$ cat src/sv/svf_pkg.sv
// shared types, constants and step table for the state variable filter
`default_nettype none
package svf_pkg;

  localparam int COEF_FRAC_BITS_DEF = 40;
  localparam int SAMPLE_BITS_DEF    = 16;
  localparam int STATE_BITS_DEF     = 48;
  localparam int OUT_BITS           = 24;
  localparam int DIG_W              = 4;
  localparam int SH_W               = 7;
  localparam int CFG_IDX_W          = 3;
  localparam int CFG_DATA_W         = 13;

  localparam logic [CFG_IDX_W-1:0] REG_FREQ     = 3'd0;
  localparam logic [CFG_IDX_W-1:0] REG_Q        = 3'd1;
  localparam logic [CFG_IDX_W-1:0] REG_STRUCT   = 3'd2;
  localparam logic [CFG_IDX_W-1:0] REG_HIDDEN   = 3'd3;
  localparam logic [CFG_IDX_W-1:0] REG_BSHIFT   = 3'd4;
  localparam logic [CFG_IDX_W-1:0] REG_RMODES   = 3'd5;
  localparam logic [CFG_IDX_W-1:0] REG_OUTRND   = 3'd6;

  localparam logic [2:0] RND_FLOOR     = 3'd0;
  localparam logic [2:0] RND_ZERO      = 3'd1;
  localparam logic [2:0] RND_HALF_AWAY = 3'd2;
  localparam logic [2:0] RND_HALF_UP   = 3'd3;

  localparam logic [1:0] STRUCT_SEP    = 2'd0;
  localparam logic [1:0] STRUCT_SINGLE = 2'd1;
  localparam logic [1:0] STRUCT_DMUL   = 2'd2;
  localparam logic [1:0] STRUCT_DSEP   = 2'd3;

  localparam logic [7:0] DAMP_TABLE [32] = '{
    8'd192, 8'd176, 8'd160, 8'd144, 8'd128, 8'd120, 8'd112, 8'd104,
    8'd96,  8'd88,  8'd80,  8'd72,  8'd64,  8'd60,  8'd56,  8'd52,
    8'd48,  8'd44,  8'd40,  8'd36,  8'd32,  8'd30,  8'd28,  8'd26,
    8'd24,  8'd22,  8'd20,  8'd18,  8'd16,  8'd15,  8'd14,  8'd13};

  typedef enum logic [6:0] {
    S_IDLE  = 7'b0000001,
    S_COEF  = 7'b0000010,
    S_DAMP  = 7'b0000100,
    S_NEXT  = 7'b0001000,
    S_MUL   = 7'b0010000,
    S_RND   = 7'b0100000,
    S_APPLY = 7'b1000000
  } state_t;

  typedef enum logic [2:0] {OP_RND, OP_ACC, OP_FOLD, OP_LOW, OP_OUT} op_t;
  typedef enum logic [1:0] {A_F, A_FQ, A_D} asel_t;
  typedef enum logic [1:0] {B_X8, B_LOW, B_BAND, B_NB} bsel_t;
  typedef enum logic [2:0] {SH_X, SH_L, SH_S, SH_F, SH_INT, LS_X, LS_L, LS_8} sh_t;
  typedef enum logic [1:0] {RM_IN, RM_LOW, RM_DAMP, RM_INT} rsel_t;

  typedef struct packed {
    op_t   op;
    asel_t a;
    bsel_t b;
    logic  neg;
    sh_t   sh;
    rsel_t rm;
  } step_t;

  typedef struct packed {
    logic [SH_W-1:0] sh;
    logic [2:0]      mode;
  } rnd_ctl_t;

  function automatic step_t mk(input op_t op, input asel_t a, input bsel_t b,
                               input logic neg, input sh_t sh, input rsel_t rm);
    step_t s;
    s.op  = op;
    s.a   = a;
    s.b   = b;
    s.neg = neg;
    s.sh  = sh;
    s.rm  = rm;
    return s;
  endfunction

  function automatic step_t step_decode(input logic [1:0] structure, input logic [2:0] step);
    step_t s_low;
    step_t s_out;
    step_t s;
    s_low = mk(OP_LOW, A_F, B_NB, 1'b0, SH_INT, RM_INT);
    s_out = mk(OP_OUT, A_F, B_NB, 1'b0, SH_INT, RM_INT);
    s = s_out;
    case (structure)
      STRUCT_SEP: begin
        case (step)
          3'd0: s = mk(OP_RND, A_F, B_X8, 1'b0, SH_X, RM_IN);
          3'd1: s = mk(OP_RND, A_F, B_LOW, 1'b1, SH_L, RM_LOW);
          3'd2: s = mk(OP_RND, A_FQ, B_BAND, 1'b1, SH_S, RM_DAMP);
          3'd3: s = s_low;
          default: s = s_out;
        endcase
      end
      STRUCT_SINGLE: begin
        case (step)
          3'd0: s = mk(OP_ACC, A_F, B_X8, 1'b0, LS_X, RM_IN);
          3'd1: s = mk(OP_ACC, A_F, B_LOW, 1'b1, LS_L, RM_IN);
          3'd2: s = mk(OP_ACC, A_FQ, B_BAND, 1'b1, LS_8, RM_IN);
          3'd3: s = mk(OP_FOLD, A_F, B_NB, 1'b0, SH_F, RM_IN);
          3'd4: s = s_low;
          default: s = s_out;
        endcase
      end
      STRUCT_DMUL: begin
        case (step)
          3'd0: s = mk(OP_ACC, A_F, B_X8, 1'b0, LS_X, RM_IN);
          3'd1: s = mk(OP_ACC, A_F, B_LOW, 1'b1, LS_L, RM_IN);
          3'd2: s = mk(OP_RND, A_D, B_BAND, 1'b0, SH_S, RM_DAMP);
          3'd3: s = mk(OP_FOLD, A_F, B_NB, 1'b0, SH_F, RM_IN);
          3'd4: s = s_low;
          default: s = s_out;
        endcase
      end
      default: begin
        case (step)
          3'd0: s = mk(OP_RND, A_D, B_BAND, 1'b0, SH_S, RM_DAMP);
          3'd1: s = mk(OP_RND, A_F, B_X8, 1'b0, SH_X, RM_IN);
          3'd2: s = mk(OP_RND, A_F, B_LOW, 1'b1, SH_L, RM_LOW);
          3'd3: s = s_low;
          default: s = s_out;
        endcase
      end
    endcase
    return s;
  endfunction

endpackage
`default_nettype wire

$ cat src/sv/svf_mul.sv
// digit-serial signed multiplier, one 4-bit digit of b per cycle, msb first
`default_nettype none
module svf_mul
  import svf_pkg::*;
#(
  parameter int AW = COEF_FRAC_BITS_DEF + 2,
  parameter int BW = STATE_BITS_DEF,
  localparam int NDIG = (BW + DIG_W - 1) / DIG_W,
  localparam int PW = AW + NDIG * DIG_W
) (
  input  logic                 clk,
  input  logic                 rst,
  input  logic                 start,
  input  logic signed [AW-1:0] a,
  input  logic signed [BW-1:0] b,
  output logic                 done,
  output logic signed [PW-1:0] p
);

  localparam int BP = NDIG * DIG_W;
  localparam int CW = $clog2(NDIG + 1);

  logic signed [AW-1:0]      areg;
  logic [BP-1:0]             breg;
  logic signed [PW-1:0]      acc;
  logic [CW-1:0]             cnt;
  logic                      first;
  logic                      busy;
  logic [DIG_W-1:0]          dig;
  logic signed [DIG_W:0]     sdig;
  logic signed [AW+DIG_W:0]  part;

  always_comb begin
    dig  = breg[BP-1 -: DIG_W];
    sdig = {first & dig[DIG_W-1], dig};
    part = (AW+DIG_W+1)'(areg) * (AW+DIG_W+1)'(sdig);
  end

  always_ff @(posedge clk) begin
    if (rst) begin
      busy  <= 1'b0;
      done  <= 1'b0;
      cnt   <= '0;
      first <= 1'b0;
    end else begin
      done <= 1'b0;
      if (start) begin
        areg  <= a;
        breg  <= BP'(b);
        acc   <= '0;
        cnt   <= CW'(NDIG);
        first <= 1'b1;
        busy  <= 1'b1;
      end else if (busy) begin
        acc   <= (acc <<< DIG_W) + PW'(part);
        breg  <= breg << DIG_W;
        cnt   <= cnt - 1'b1;
        first <= 1'b0;
        if (cnt == CW'(1)) begin
          busy <= 1'b0;
          done <= 1'b1;
        end
      end
    end
  end

  assign p = acc;

endmodule
`default_nettype wire

$ cat config.mk
export PLATFORM = sky130hd
export DESIGN_NAME = svf_mul
export DESIGN_NICKNAME = d
export VERILOG_FILES = /design/src/sv/svf_pkg.sv /design/src/sv/svf_mul.sv
export SDC_FILE = /design/constraint.sdc
export NUM_CORES = 1
export LEC_CHECK = 0
export BUFFER_PORTS_ARGS = -buffer_cell sky130_fd_sc_hd__buf_2
export CAP_MARGIN = 0
export CORE_ASPECT_RATIO = 1.75
export CORE_MARGIN = 5
export CORE_UTILIZATION = 67
export DETAILED_ROUTE_END_ITERATION = 6
export PLACE_DENSITY = 0.94
export SLEW_MARGIN = 30
export SYNTH_ARGS = -nofsm -noshare
export SYNTH_HDL_FRONTEND = slang
export SYNTH_SLANG_ARGS = --single-unit
$ cat constraint.sdc
create_clock -name clk -period 26.9 [get_ports clk]
set_input_delay 5.38 -clock clk [delete_from_list [all_inputs] [get_ports clk]]
set_output_delay 5.38 -clock clk [all_outputs]
set_load 0.005 [all_outputs]
==> flow_summary_export.csv <==
group,metric,value,unit
routing,first_iter_violations,830,
sta,setup_viol,0,
critical_path,crit_type,"flop to flop",
routing,wirelength,55.00,mm
finish,nets,2775,
yosys,yosys.area.top_type,"fa_1",
cts,clock-sinks,187,
placement,portBuffers,183,
critical_path,rrSetupSlack,19.57,ns
global_routing,grt_pass1_wl,89.78,mm
routing,dr.pass1.iters,7,
die,row_count,86,
job,drv_cap,0,
sta,fin_crit_sh,27.24,%
yosys,synth_cells,2058,
sta,finalMaxSlewViolations,0,
yosys,synth_area,0.02145,sq mm
yosys,yosys_warnings,0,
sta,fin_setup_tns,0,ns
critical_path,cp_max_fo,43,
critical_path,start_kind,"flop",
placement,hpwlAfterDp,43.85,mm
run_status,outcome,"complete, no violations",
die,start_util,68.05,%
finish,ff_latch_area,0.005545,sq mm
critical_path,end_kind,"flop",
routing,wl_per_cell,21.05,microns
die,die_y,246.7,microns
worst_hold_path,hold_path.class,"flop to flop",
placement,gp_congestion,0.9955,
cts,cts_buffer_depth,2,
sta,timing.final.crit_period,7.326,ns
sta,final-hold-violation-count,0,
finish,area_growth,8.824,%
cts,path_clk_slew,0.09,ns
routing,vias,15887,
finish,fill_cells,2155,
cts,clockRootBuffer,"clkbuf_16",
finish,drive_above_1_share,13.73,%
global_routing,antenna_found_initial,3,
die,dieArea,0.03584,sq mm
sta,clock_skew,0.01615,ns
global_routing,grt_usage,31.65,%
yosys,syn_nets,2632,
sta,relSlewSlack,35.83,%
sta,rsz0062_at_grt,"no",
yosys,synth_top_area_share,27.90,%
yosys,synthDistinctLibCells,64,
critical_path,cp.arrival,7.53,ns
cts,clk_latency,0.47,ns
cts,postCtsSetupBuffers,0,
yosys,ys.flop_type,"edfxtp_1",
die,die_width,145.3,microns
yosys,synth.most_common_cell,"fa_1",
die,core_region_area,0.03153,sq mm
yosys,ys_seq_area_share,25.85,%
cts,htreeDepth,4,
yosys,ys_async_sr_fraction,0,%
routing,ant_nets,0,
yosys,synthTopCellsByArea,"fa_1, edfxtp_1, ha_1",
yosys,synth_area_per_cell,10.42,sq um
global_routing,grt_max_degree,54,
worst_hold_path,min_from,"first",
finish,multiInputGateArea,0.01452,sq mm
yosys,ys_ff_latch,187,
cts,holdBufCountCts,0,
die,io_pins,184,
global_routing,grt_pass1_vias,18006,
routing,drc_errors,0,
cts,ctsResizeCount,0,
critical_path,critPathRequiredTime,27.11,ns
routing,vias_per_cell,6.080,
sta,worst_pin_slew,0.9625,ns
critical_path,worstSetupStartpoint,"breg[47]",
yosys,synth_edf_count,180,
cts,cts_tree,"built",
yosys,ys_top_cells_by_count,"fa_1, inv_1, ha_1, edfxtp_1, nor2_1",
cts,cts-buffers-inserted,17,
critical_path,rr_startpoint,"breg[47]",
sta,clock.fmax,136.5,MHz
global_routing,grt_remaining_overflow,0,
flip-flops by register name, summed over array words and instances, names as in the netlist:
name	flops
breg	48
p	90
first	1
done	1
cnt	4
areg	42
busy	1
layout make-up:
class | instances | area share [%]
flip-flops and latches | 187 | 23.75
clock buffers | 18 | 1.838
multi-input cells | 1503 | 62.21
inverters | 293 | 4.711
diodes | 3 | 0.03216
repair buffers | 199 | 4.534
clock inverters | 14 | 0.8039
well taps | 396 | 2.122
through the flow:
step	cell area, sq um	utilization [%]	hold slack [ns]	setup WS (ns)	instances
floorplan	21450	-	0.4568	14.52	2058
global placement	22690	71.98	0.4738	19.23	2577
detailed placement	22690	71.98	0.5169	19.12	2577
CTS	23310	73.94	0.5318	19.48	2609
global route	23340	74.04	0.5700	19.23	2612
finish	23350	74.05	0.5343	19.57	2613
cells in the final DEF, fill, tap and decap left out, types with 12 or more instances in the layout:
| cell type | n |
|---|---|
| nand3_1 | 12 |
| and2_1 | 176 |
| ha_1 | 181 |
| xor2_1 | 33 |
| nand4_1 | 34 |
| buf_2 | 182 |
| nor2b_1 | 13 |
| inv_1 | 291 |
| edfxtp_1 | 180 |
| fa_1 | 299 |
| o21ai_0 | 50 |
| nand2b_1 | 12 |
| nand2_1 | 92 |
| a21o_1 | 51 |
| nor2_1 | 178 |
| o21bai_1 | 24 |
| xnor2_1 | 49 |
| buf_4 | 16 |
| a21oi_1 | 109 |
| mux2_2 | 44 |
| clkbuf_16 | 17 |
critical path, cell delays in order, from the launching register on:
cell and delay [ns]:
edfxtp_1 0.39, buf_4 0.26, nand2_1 0.14, buf_4 0.45, nand2_1 0.12, ha_2 0.98, inv_1 0.68, fa_1 0.68
inv_1 0.05, fa_1 0.43, ha_1 0.29, ha_1 0.38, inv_1 0.12, o21bai_1 0.10, a221oi_1 0.31, o21ai_0 0.11
a221o_1 0.34, a21oi_2 0.19, o31a_1 0.27, o21ai_1 0.18, a41oi_1 0.31, xor2_1 0.19, nor2_1 0.05
final timing paths:
| path | end | depth (start not counted) |
|---|---|---|
| worst max-delay path | p[87] | 22 |
| worst min-delay path | first | 2 |
| worst max register to register | p[87] | 22 |
| worst min register to register | first | 2 |
per-layer routing:
metal | up-vias | wire length [microns] | track usage, %
li1 | 7134 | - | -
met1 | 7876 | 17750 | 31.76
met2 | 635 | 30860 | 60.69
met3 | 240 | 2615 | 4.290
met4 | 2 | 3765 | 19.99
met5 | - | 20 | 0
logic make-up (layout without fill, tap and decap cells):
| group | Yosys count | count (layout) | synth area share, % |
|---|---|---|---|
| and+or+nand+nor | 556 | 556 | 13.06 |
| adders and majority gates | 481 | 481 | 38.52 |
| buffers and inverters | 368 | 524 | 6.544 |
| AOI/OAI and AO/OA | 335 | 335 | 10.11 |
| DFF | 187 | 187 | 25.85 |
| xor gates and xnor gates | 82 | 82 | 3.348 |
| muxes | 49 | 49 | 2.572 |
| other | 0 | 3 | 0 |
Power is left out: the tool's default activity adds up to more than one toggle a clock period on the data nets, which glitch-free logic cannot reach.
